===== config.mk =====
export PLATFORM = sky130hd
export DESIGN_NAME = raid_parity_check_recover_core
export DESIGN_NICKNAME = d
export VERILOG_FILES = /design/src/rpcr_pkg.sv /design/src/rpcr_regs.sv /design/src/rpcr_front.sv /design/src/rpcr_queue.sv /design/src/rpcr_back.sv /design/src/raid_parity_check_recover_core.sv
export SDC_FILE = /design/constraint.sdc
export NUM_CORES = 2
export LEC_CHECK = 0
export ABC_AREA = 1
export BUFFER_PORTS_ARGS = -buffer_cell sky130_fd_sc_hd__buf_4
export CAP_MARGIN = 20
export CORE_MARGIN = 4
export CORE_UTILIZATION = 60
export DETAILED_ROUTE_END_ITERATION = 7
export PLACE_DENSITY = 0.77
export SYNTH_ARGS = -nofsm -noshare
export SYNTH_HDL_FRONTEND = slang
export SYNTH_SLANG_ARGS = --single-unit

===== constraint.sdc =====
create_clock -name clk -period 40.3 [get_ports clk]
set_clock_uncertainty 0.2 [all_clocks]
set_input_delay 10.075 -clock clk [delete_from_list [all_inputs] [get_ports clk]]
set_output_delay 10.075 -clock clk [all_outputs]
set_load 0.005 [all_outputs]

===== src/rpcr_pkg.sv =====
// Shared types and constants for the RAID parity check and recovery core.
package rpcr_pkg;

  localparam int MaxDisks     = 8;
  localparam int DiskW        = 3;
  localparam int MaxBlockBits = 64;
  localparam int MaxBlocks    = 1023;
  localparam int QueueDepth   = 4;
  localparam int QPtrW        = 2;
  localparam int AddrW        = 4;
  localparam int DataW        = 32;

  typedef enum logic [1:0] {
    RegDiskCount  = 2'd0,
    RegBlockBits  = 2'd1,
    RegBlockCount = 2'd2,
    RegEvenParity = 2'd3
  } reg_idx_t;

  typedef struct packed {
    logic [7:0] column_bits;
    logic [7:0] column_unknown;
  } col_t;

  typedef struct packed {
    logic [63:0] data_segment;
    logic [2:0]  segment_disk;
    logic        last_of_block;
    logic        last_of_set;
    logic        set_invalid;
  } seg_t;

  typedef struct packed {
    logic [3:0] disk_count;
    logic [6:0] block_bits;
    logic [9:0] block_count;
    logic       parity_even;
  } cfg_t;

  // One classified column handed from the front end to the back end.
  typedef struct packed {
    logic [MaxDisks-1:0] column;
    logic                first;
    logic                block_end;
    logic                set_end;
    logic                invalid;
    logic [DiskW-1:0]    parity_disk;
    logic [3:0]          disks;
    logic [6:0]          block_bits;
  } entry_t;

endpackage


===== src/rpcr_regs.sv =====
// Configuration register file behind the APB-style port.
module rpcr_regs import rpcr_pkg::*; (
  input  logic             clk,
  input  logic             rst,
  input  logic             psel,
  input  logic             penable,
  input  logic             pwrite,
  input  logic [AddrW-1:0] paddr,
  input  logic [DataW-1:0] pwdata,
  output logic [DataW-1:0] prdata,
  output logic             pready,
  output cfg_t             cfg
);

  reg_idx_t idx;

  assign idx    = reg_idx_t'(paddr[3:2]);
  assign pready = 1'b1;

  always_ff @(posedge clk) begin
    if (rst) begin
      cfg.disk_count  <= 4'd3;
      cfg.block_bits  <= 7'd8;
      cfg.block_count <= 10'd1;
      cfg.parity_even <= 1'b1;
    end else if (psel && penable && pwrite) begin
      unique case (idx)
        RegDiskCount:  cfg.disk_count  <= pwdata[3:0];
        RegBlockBits:  cfg.block_bits  <= pwdata[6:0];
        RegBlockCount: cfg.block_count <= pwdata[9:0];
        RegEvenParity: cfg.parity_even <= pwdata[0];
        default: ;
      endcase
    end
  end

  always_comb begin
    unique case (idx)
      RegDiskCount:  prdata = {28'd0, cfg.disk_count};
      RegBlockBits:  prdata = {25'd0, cfg.block_bits};
      RegBlockCount: prdata = {22'd0, cfg.block_count};
      RegEvenParity: prdata = {31'd0, cfg.parity_even};
      default:       prdata = '0;
    endcase
  end

endmodule


===== src/rpcr_front.sv =====
// Front end: accepts columns, checks parity, repairs one unknown bit, tracks position.
module rpcr_front import rpcr_pkg::*; (
  input  logic   clk,
  input  logic   rst,
  input  logic   col_valid,
  output logic   col_stall,
  input  col_t   col,
  input  cfg_t   cfg,
  input  logic   full,
  output logic   push,
  output entry_t entry
);

  logic [5:0]          bit_position;
  logic [9:0]          block_index;
  logic [DiskW-1:0]    parity_disk;
  logic                set_failed;

  logic [3:0]          disks;
  logic [6:0]          bb;
  logic [9:0]          bc;
  logic [DiskW-1:0]    pd;
  logic [MaxDisks-1:0] vm;
  logic [MaxDisks-1:0] unkm;
  logic [MaxDisks-1:0] known;
  logic                par;
  logic                want;
  logic                multi;
  logic                fail;
  logic                block_end;
  logic                set_end;
  logic                accept;

  always_comb begin
    if (cfg.disk_count < 4'd2) begin
      disks = 4'd2;
    end else if (cfg.disk_count > 4'(MaxDisks)) begin
      disks = 4'(MaxDisks);
    end else begin
      disks = cfg.disk_count;
    end
    if (cfg.block_bits == 7'd0) begin
      bb = 7'd1;
    end else if (cfg.block_bits > 7'(MaxBlockBits)) begin
      bb = 7'(MaxBlockBits);
    end else begin
      bb = cfg.block_bits;
    end
    if (cfg.block_count == 10'd0) begin
      bc = 10'd1;
    end else if (cfg.block_count > 10'(MaxBlocks)) begin
      bc = 10'(MaxBlocks);
    end else begin
      bc = cfg.block_count;
    end
    for (int k = 0; k < MaxDisks; k++) begin
      vm[k] = 4'(k) < disks;
    end
  end

  assign pd        = ({1'b0, parity_disk} < disks) ? parity_disk : '0;
  assign block_end = ({1'b0, bit_position} + 7'd1) >= bb;
  assign set_end   = block_end && (({1'b0, block_index} + 11'd1) >= {1'b0, bc});

  assign unkm  = col.column_unknown & vm;
  assign known = col.column_bits & ~col.column_unknown & vm;
  assign par   = ^known;
  assign want  = ~cfg.parity_even;
  assign multi = (unkm & (unkm - 8'd1)) != 8'd0;
  assign fail  = ((unkm == 8'd0) && (par != want)) || multi;

  assign col_stall = full;
  assign accept    = col_valid && !full;
  assign push      = accept && !set_failed;

  always_comb begin
    entry.column      = (col.column_bits & ~col.column_unknown) | ((par ^ want) ? unkm : '0);
    entry.first       = bit_position == 6'd0;
    entry.block_end   = block_end;
    entry.set_end     = set_end;
    entry.invalid     = fail;
    entry.parity_disk = pd;
    entry.disks       = disks;
    entry.block_bits  = bb;
  end

  always_ff @(posedge clk) begin
    if (rst) begin
      bit_position <= '0;
      block_index  <= '0;
      parity_disk  <= '0;
      set_failed   <= 1'b0;
    end else if (accept) begin
      set_failed <= set_end ? 1'b0 : (set_failed || fail);
      if (block_end) begin
        bit_position <= '0;
        if (set_end) begin
          block_index <= '0;
          parity_disk <= '0;
        end else begin
          block_index <= block_index + 10'd1;
          parity_disk <= ({1'b0, pd} + 4'd1 >= disks) ? '0 : pd + 3'd1;
        end
      end else begin
        bit_position <= bit_position + 6'd1;
      end
    end
  end

endmodule


===== src/rpcr_queue.sv =====
// Short queue of classified columns between front and back ends.
module rpcr_queue import rpcr_pkg::*; (
  input  logic   clk,
  input  logic   rst,
  input  logic   push,
  input  entry_t din,
  output logic   full,
  input  logic   pop,
  output entry_t dout,
  output logic   nonempty
);

  entry_t           mem [QueueDepth];
  logic [QPtrW-1:0] wr_ptr;
  logic [QPtrW-1:0] rd_ptr;
  logic [QPtrW:0]   level;

  assign full     = level == (QPtrW+1)'(QueueDepth);
  assign nonempty = level != '0;
  assign dout     = mem[rd_ptr];

  always_ff @(posedge clk) begin
    if (push) begin
      mem[wr_ptr] <= din;
    end
  end

  always_ff @(posedge clk) begin
    if (rst) begin
      wr_ptr <= '0;
      rd_ptr <= '0;
      level  <= '0;
    end else begin
      if (push) begin
        wr_ptr <= wr_ptr + QPtrW'(1);
      end
      if (pop) begin
        rd_ptr <= rd_ptr + QPtrW'(1);
      end
      if (push && !pop) begin
        level <= level + (QPtrW+1)'(1);
      end else if (pop && !push) begin
        level <= level - (QPtrW+1)'(1);
      end
    end
  end

endmodule


===== src/rpcr_back.sv =====
// Back end: builds block buffers and emits segments or the invalid result.
module rpcr_back import rpcr_pkg::*; (
  input  logic   clk,
  input  logic   rst,
  input  entry_t head,
  input  logic   head_valid,
  output logic   pop,
  output logic   seg_valid,
  input  logic   seg_stall,
  output seg_t   seg
);

  logic [MaxBlockBits-1:0] buffer [MaxDisks];
  logic [MaxBlockBits-1:0] bank   [MaxDisks];
  logic [MaxBlockBits-1:0] upd    [MaxDisks];

  logic                    job_active;
  logic                    job_inv;
  logic                    job_set_end;
  logic [MaxDisks-1:0]     job_rem;
  logic [MaxBlockBits-1:0] job_mask;

  logic [MaxDisks-1:0]     vm;
  logic [DiskW-1:0]        sel;
  logic [MaxDisks-1:0]     rem_after;
  logic                    job_last;
  logic                    emit_ok;
  logic                    job_free;
  logic                    needs_job;

  always_comb begin
    for (int k = 0; k < MaxDisks; k++) begin
      vm[k] = 4'(k) < head.disks;
      if (vm[k]) begin
        upd[k] = head.first ? {{(MaxBlockBits-1){1'b0}}, head.column[k]}
                            : {buffer[k][MaxBlockBits-2:0], head.column[k]};
      end else begin
        upd[k] = buffer[k];
      end
    end
    sel = '0;
    for (int k = MaxDisks - 1; k >= 0; k--) begin
      if (job_rem[k]) begin
        sel = DiskW'(k);
      end
    end
  end

  assign rem_after = job_rem & ~(8'd1 << sel);
  assign job_last  = job_inv || (rem_after == '0);
  assign emit_ok   = job_active && (!seg_valid || !seg_stall);
  assign job_free  = !job_active || (emit_ok && job_last);
  assign needs_job = head.block_end || head.invalid;
  assign pop       = head_valid && (!needs_job || job_free);

  always_ff @(posedge clk) begin
    if (pop && !head.invalid) begin
      for (int k = 0; k < MaxDisks; k++) begin
        buffer[k] <= upd[k];
      end
    end
    if (pop && needs_job) begin
      job_inv     <= head.invalid;
      job_set_end <= head.set_end;
      job_rem     <= vm & ~(8'd1 << head.parity_disk);
      job_mask    <= {MaxBlockBits{1'b1}} >> (7'(MaxBlockBits) - head.block_bits);
      if (!head.invalid) begin
        for (int k = 0; k < MaxDisks; k++) begin
          bank[k] <= upd[k];
        end
      end
    end else if (emit_ok) begin
      job_rem <= rem_after;
    end
    if (emit_ok) begin
      if (job_inv) begin
        seg <= '{data_segment: '0, segment_disk: '0, last_of_block: 1'b0,
                 last_of_set: 1'b1, set_invalid: 1'b1};
      end else begin
        seg <= '{data_segment: bank[sel] & job_mask, segment_disk: sel,
                 last_of_block: job_last, last_of_set: job_last && job_set_end,
                 set_invalid: 1'b0};
      end
    end
  end

  always_ff @(posedge clk) begin
    if (rst) begin
      job_active <= 1'b0;
      seg_valid  <= 1'b0;
    end else begin
      if (pop && needs_job) begin
        job_active <= 1'b1;
      end else if (emit_ok && job_last) begin
        job_active <= 1'b0;
      end
      if (emit_ok) begin
        seg_valid <= 1'b1;
      end else if (!seg_stall) begin
        seg_valid <= 1'b0;
      end
    end
  end

endmodule


===== src/raid_parity_check_recover_core.sv =====
// Top level: RAID parity check and single-erasure recovery core.
// Throughput: one column per cycle while the 4-entry queue has room; the segment
// emitter sends one segment per cycle while seg_stall does not hold the output.
// Reset (rst, synchronous): registers to defaults, counters, queue, emitter and output
// valid cleared; block buffers are not cleared.
module raid_parity_check_recover_core import rpcr_pkg::*; (
  input  logic             clk,
  input  logic             rst,
  input  logic             col_valid,
  output logic             col_stall,
  input  col_t             col,
  output logic             seg_valid,
  input  logic             seg_stall,
  output seg_t             seg,
  input  logic             psel,
  input  logic             penable,
  input  logic             pwrite,
  input  logic [AddrW-1:0] paddr,
  input  logic [DataW-1:0] pwdata,
  output logic [DataW-1:0] prdata,
  output logic             pready
);

  cfg_t   cfg;
  logic   push;
  logic   full;
  logic   pop;
  logic   nonempty;
  entry_t entry_in;
  entry_t entry_out;

  rpcr_regs u_regs (
    .clk     (clk),
    .rst     (rst),
    .psel    (psel),
    .penable (penable),
    .pwrite  (pwrite),
    .paddr   (paddr),
    .pwdata  (pwdata),
    .prdata  (prdata),
    .pready  (pready),
    .cfg     (cfg)
  );

  rpcr_front u_front (
    .clk       (clk),
    .rst       (rst),
    .col_valid (col_valid),
    .col_stall (col_stall),
    .col       (col),
    .cfg       (cfg),
    .full      (full),
    .push      (push),
    .entry     (entry_in)
  );

  rpcr_queue u_queue (
    .clk      (clk),
    .rst      (rst),
    .push     (push),
    .din      (entry_in),
    .full     (full),
    .pop      (pop),
    .dout     (entry_out),
    .nonempty (nonempty)
  );

  rpcr_back u_back (
    .clk        (clk),
    .rst        (rst),
    .head       (entry_out),
    .head_valid (nonempty),
    .pop        (pop),
    .seg_valid  (seg_valid),
    .seg_stall  (seg_stall),
    .seg        (seg)
  );

  a_invalid_shape: assert property (@(posedge clk) disable iff (rst)
    seg_valid && seg.set_invalid |->
      seg.last_of_set && !seg.last_of_block && seg.data_segment == 64'd0)
    else $error("invalid result carries segment data");

  a_set_ends_block: assert property (@(posedge clk) disable iff (rst)
    seg_valid && seg.last_of_set && !seg.set_invalid |-> seg.last_of_block)
    else $error("set ended in mid block");

  a_reset_clears_out: assert property (@(posedge clk)
    rst |=> !seg_valid)
    else $error("output valid after reset");

  a_pop_needs_data: assert property (@(posedge clk) disable iff (rst)
    pop |-> nonempty)
    else $error("queue read while empty");

endmodule

# [Word level (Yosys, flattened, before mapping)]
# Memories as Yosys holds them, arrays and structs flattened. A register that Yosys moved wholly into a read port is not among the register bits.
# Cells that the tools add are included.
[totals] mem_count=3 in_bits=59 out_inout_bits=105 mem_bits_rw=1128 regBits=195 wordCells=186
[mem_list] memory="u_back.bank" depth=8 word_bits=64 rd=1 rd_clocked_by_memory_dff=0 wr=8 line_no="rpcr_back.sv:14" rtl="logic [MaxBlockBits-1:0] bank [MaxDisks];"
[mem_list] memory="u_back.buffer" depth=8 word_bits=64 rd=8 rd_clocked_by_memory_dff=0 wr=8 line_no="rpcr_back.sv:13" rtl="logic [MaxBlockBits-1:0] buffer [MaxDisks];"
[mem_list] memory="u_queue.mem" depth=4 word_bits=26 rd=1 rd_clocked_by_memory_dff=1 wr=1 line_no="rpcr_queue.sv:13" rtl="entry_t mem [QueueDepth];"
[op_classes] bitwise=13 magnitude_cmp=24 reduce_logical=47 n_addsub=12 shift=3 eq_ne=6 mux=56
[ops] op="2-to-1 mux 64 bit" n=16
[ops] op="one-hot mux 32 bit (4 select lines)" n=1
[ops] op="AND 64 bit" n=1
[ops] op="right shift 64 x 7 -> 64 bit, first input constant" n=1
[ops] op="AND 8 bit" n=6
[ops] op="2-to-1 mux 3 bit" n=13
[ops] op="< comparator 3 x 4 -> 1 bit, first input constant" n=8
[ops] op="2-to-1 mux 10 bit" n=3
[ops] op="2-to-1 mux 8 bit" n=3
[ops] op="inverter 8 bit" n=3
[ops] op="zero test 8 bit" n=2
[ops] op="< comparator 1 x 4 -> 1 bit, first input constant" n=4
[ops] op="< comparator 2 x 4 -> 1 bit, first input constant" n=4
[ops] op="left shift 1 x 3 -> 8 bit, first input constant" n=2
[ops] op="logical AND 1 bit" n=14
[ops] op="2-to-1 mux 7 bit" n=2
[ops] op="2-to-1 mux 1 bit" n=13
[ops] op="adder 10 x 1 -> 11 bit, second input constant" n=1
[ops] op=">= comparator 11 x 10 -> 1 bit" n=1
[ops] op="adder 10 x 1 -> 10 bit, second input constant" n=1
[ops] op="greater-than comparator 10 bit, second input constant" n=1
[ops] op="zero test 10 bit" n=1
[ops] op="AND reduction 2 bit" n=5
[ops] op="zero test 1 bit" n=9
[ops] op="33 further kinds" n=46

# [Depth between registers and ports, before layout]
[logic_depth] word_depth=20 depth_mapped=22 mapped_depth_nobuf=22

# [Hierarchy]
# Synthesis repeated with hierarchy kept, for this count alone.
[unflattened] hier_cells=4490 hier_area_um2=54752.5
[by_module_without_submodules] module="rpcr_back" n_inst=1 seq_area_each_um2=35113.7 cells_per_inst=3605 area_per_inst_um2=46849.9
[by_module_without_submodules] module="rpcr_queue" n_inst=1 seq_area_each_um2=3303.2 cells_per_inst=310 area_per_inst_um2=4295.4
[by_module_without_submodules] module="rpcr_front" n_inst=1 seq_area_each_um2=400.4 cells_per_inst=379 area_per_inst_um2=2353.5
[by_module_without_submodules] module="rpcr_regs" n_inst=1 seq_area_each_um2=440.4 cells_per_inst=196 area_per_inst_um2=1253.7

# [Worst setup path before layout]
# OpenSTA, ideal clock, no wires.
[synth_timing] path_type="input -> register" startpoint="input port seg_stall" endpoint="memory u_back.bank[0][0] (enable)" arrival_ps=31785 path_stages=6 n_path_buf=1 t_required_ps=38702 setup_ps=1398 path_slack_ps=6917 cell_sequence="nand2_1 > nand2_1 > nand2_1 > nand3_2 > buf_2 > nor2_1"
[synth_rtl] item="from (decl)" line_no="raid_parity_check_recover_core.sv:13" rtl="input logic seg_stall,"
[synth_rtl] item="to (decl)" line_no="rpcr_back.sv:14"

# [Worst setup path in the final report]
[layout_timing] startpoint="input port paddr[3]" endpoint="output port prdata[6]"
[layout_via] elab_chain_len=2 word_cells_on_any_way=5 classes_between="eq/ne (3); mux (1); reduce/logical (1)"
[layout_lines] item="from (decl)" line_no="raid_parity_check_recover_core.sv:18" rtl="input logic [AddrW-1:0] paddr,"
[layout_lines] item="equality test 2 bit, or another cell as far along" line_no="rpcr_regs.sv:38" rtl="unique case (idx)"
[layout_lines] item="one-hot mux 32 bit (4 select lines) *" line_no="rpcr_regs.sv:38"
[layout_lines] item="to (decl)" line_no="raid_parity_check_recover_core.sv:20" rtl="output logic [DataW-1:0] prdata,"
# Mark *: on every way between the ends. The rest lies on a longest branch, timed or not. The select of a mux whose other input is x is not followed.

==> results.json <==
{
  "grt_pass1_wl_um": 196600,
  "setup_tns_ns": 0,
  "worst_pin_slew_ns": 1.159,
  "slew_violations": 0,
  "cts_tree": "built",
  "synth.avg_cell_area_um2": 11.80,
  "post-route-drc-count": 0,
  "slew_headroom": 0.2270,
  "drtAntennaViolNets": 0,
  "hpwl_um": 73500,
  "hold_buffers": 0,
  "wl_um": 127700,
  "cts-root-buf": "clkbuf_16",
  "timing.fmax_mhz": 46.57,
  "grt_max_degree": 175,
  "grt_util_all_layers": 0.2634,
  "clk_latency_ns": 0.75,
  "status": "finished, final reports clean",
  "gr-total-overflow": 0,
  "synthDistinctLibCells": 53,
  "die_h_um": 310.4,
  "gp_congestion": 0.8902,
  "cts_buffers": 132,
  "final_cell_mix": "1272 x edfxtp_1, 815 x nand2_1, 462 x nor2_1",
  "first_pass_iters": 6,
  "via_per_inst": 6.163,
  "cp.arrival_ns": 11.20,
  "nets": 4749,
  "drive_gt1_frac": 0.08421,
  "path_clk_slew_ns": 0.06,
  "post_drt_wl_per_cell_um": 21.54,
  "crit_family": "buffers and inverters",
  "required_ns": 30.02,
  "ys_ff_latch": 1325,
  "crit_buf_inv": 4,
  "start_util": 0.6070,
  "clockBufferDepth": 3,
  "final_common_cell": "edfxtp_1",
  "synth_area_leaders": "edfxtp_1 70%, nand2_1 5.6%, o21ai_0 4.1%, nand3_1 3.2%, nor2_1 3.2%",
  "rows": 110,
  "synth_area_um2": 54880,
  "synthCells": 4650,
  "setup_viol": 0,
  "io_buffers": 116,
  "seq_area_frac_synth": 0.7153,
  "htree_levels": 4,
  "die_x_um": 310.4,
  "antenna_found_initial": 1,
  "ys_warn_count": 0,
  "yosys.area.top_type": "edfxtp_1",
  "worst-path-max-fanout": 9,
  "max_cap_violations": 0,
  "cp_slowest_stage_delay_ns": 0.31,
  "cpMostUsedCell": "buf_4",
  "fin_crit_ns": 21.47,
  "path_cells": "buf_4 -> inv_1 -> nor2_1 -> clkinv_1 -> o22ai_1 -> buf_4",
  "post_cts_buffers": 0,
  "ioPinCount": 164,
  "die_area_um2": 96380,
  "vias": 36530,
  "criticalPathCategory": "in -> out",
  "rsz0062_at_grt": "false",
  "period_share": 0.5328,
  "grt_pass1_vias": 35300,
  "yosysTopAreaCellShare": 0.6960,
  "hold_class": "reg -> reg",
  "startpoint_type": "primary input",
  "reg2reg_slack_ns": 33.87,
  "critical-path-slowest-cell": "clkinv_1",
  "core_area_um2": 90420,
  "cts_sinks": 1325,
  "critPathCaptureType": "output pin",
  "area_delta_synth_final_pct": 10.13,
  "dr.first_iter.drc_count": 4886,
  "hold_violations": 0,
  "post_cts_resized": 0
}
## cell usage after synthesis, drive strengths merged
cell	n
edfxtp	1272
nand2	830
o21ai	569
nor2	473
nand3	357
inv	264
o22ai	200
buf	190
nor3	132
clkbuf	119
a21oi	69
dfxtp	53
ha	36
xor2	17
a32o	8
a31oi	7
a32oi	7
nand4	7
xnor2	7
nor4	5
o211ai	4
clkinv	3
nand3b	3
o221ai	3
conb	2
nor3b	2
o2111ai	2
a211o	1
a21boi	1
a22oi	1
a31o	1
a41o	1
fa	1
maj3	1
o21bai	1
o31ai	1
## per-stage QoR
| stage | area [um^2] | setup slack (ns) | util | hold WS (ns) | std cells |
|---|---|---|---|---|---|
| 6_report | 60450 | 18.83 | 0.6685 | 0.2642 | 5928 |
| 5_1_grt | 60440 | 18.71 | 0.6684 | 0.2889 | 5926 |
| 4_1_cts | 60410 | 18.82 | 0.6681 | 0.2619 | 5925 |
| 3_5_place_dp | 56260 | 18.84 | 0.6222 | 0.2531 | 5694 |
| 3_3_place_gp | 56260 | 18.91 | 0.6221 | 0.2369 | 5693 |
| 2_1_floorplan | 54960 | 6.917 | - | 0.2304 | 4671 |
## routing by layer
metal,up-vias,GRT usage,share of wire
met5,-,0,0
met4,0,0.09157,0.030
met3,256,0.05391,0.098
met2,1940,0.4164,0.47
met1,17790,0.3707,0.40
li1,16550,-,-
## worst reg2reg max path, cell delays in order (launching register included)
cell and delay [ns]:
edfxtp_1 0.44, nor2_1 0.18, nand3_1 0.11, nand2_2 0.08
buf_4 0.60, nand4_1 0.21, nand2_1 0.10, nand2_1 0.07
nor2_1 0.09, nand3_1 0.17, nand2_1 0.15, nand2_1 0.08
nand3_1 0.15, nand2_1 0.16, nor2_4 0.10, buf_4 0.67
buf_4 0.85, buf_4 0.71, buf_12 0.77
## state kept, by name (all words and copies together) (netlist names), named ones only
| signal | cells |
|---|---|
| u_queue.rd_ptr | 2 |
| u_queue.mem | 104 |
| u_back.bank | 512 |
| u_back.job_mask | 64 |
| u_back.job_inv | 1 |
| u_back.job_active | 1 |
| u_back.seg_valid | 1 |
| u_front.parity_disk | 3 |
| u_front.set_failed | 1 |
| u_regs.cfg | 22 |
| u_back.job_rem | 8 |
| u_back.buffer | 512 |
| u_back.job_set_end | 1 |
| u_queue.level | 3 |
| u_queue.wr_ptr | 2 |
| u_back.seg | 70 |
| u_front.block_index | 10 |
| u_front.bit_position | 6 |
## kinds of logic after synthesis
logic type,count (synthesis),synth area share
flops,1325,0.7153
compound gates,876,0.08795
simple gates,1809,0.1367
buf+inv,576,0.04694
fa+ha+maj,38,0.008754
xor+xnor,24,0.004240
other cells,2,0.0001368
## worst paths after layout
kind / start / to / depth (start not counted)
max: paddr[3] / prdata[6] / 6
min: u_front.set_failed$_SDFFE_PP0P_ / u_front.set_failed$_SDFFE_PP0P_ / 2
max reg2reg: u_back.job_rem[5]$_DFFE_PP_ / u_back.buffer[0][161]$_DFFE_PP_ / 18
min reg2reg: u_front.set_failed$_SDFFE_PP0P_ / u_front.set_failed$_SDFFE_PP0P_ / 2
## cell type report
class                   instances  area (um^2)
well taps                    1176         1471
multi-input cells            2770        13290
clock buffers                 162         3480
inverters                     267         1007
repair buffers                157         1259
flip-flops and latches       1325        39260
clock inverters                69        671.9
fillers                      6268        29980
diodes                          2        5.005
Power is left out: the tool's default activity adds up to more than one toggle a clock period on the data nets, which glitch-free logic cannot reach.
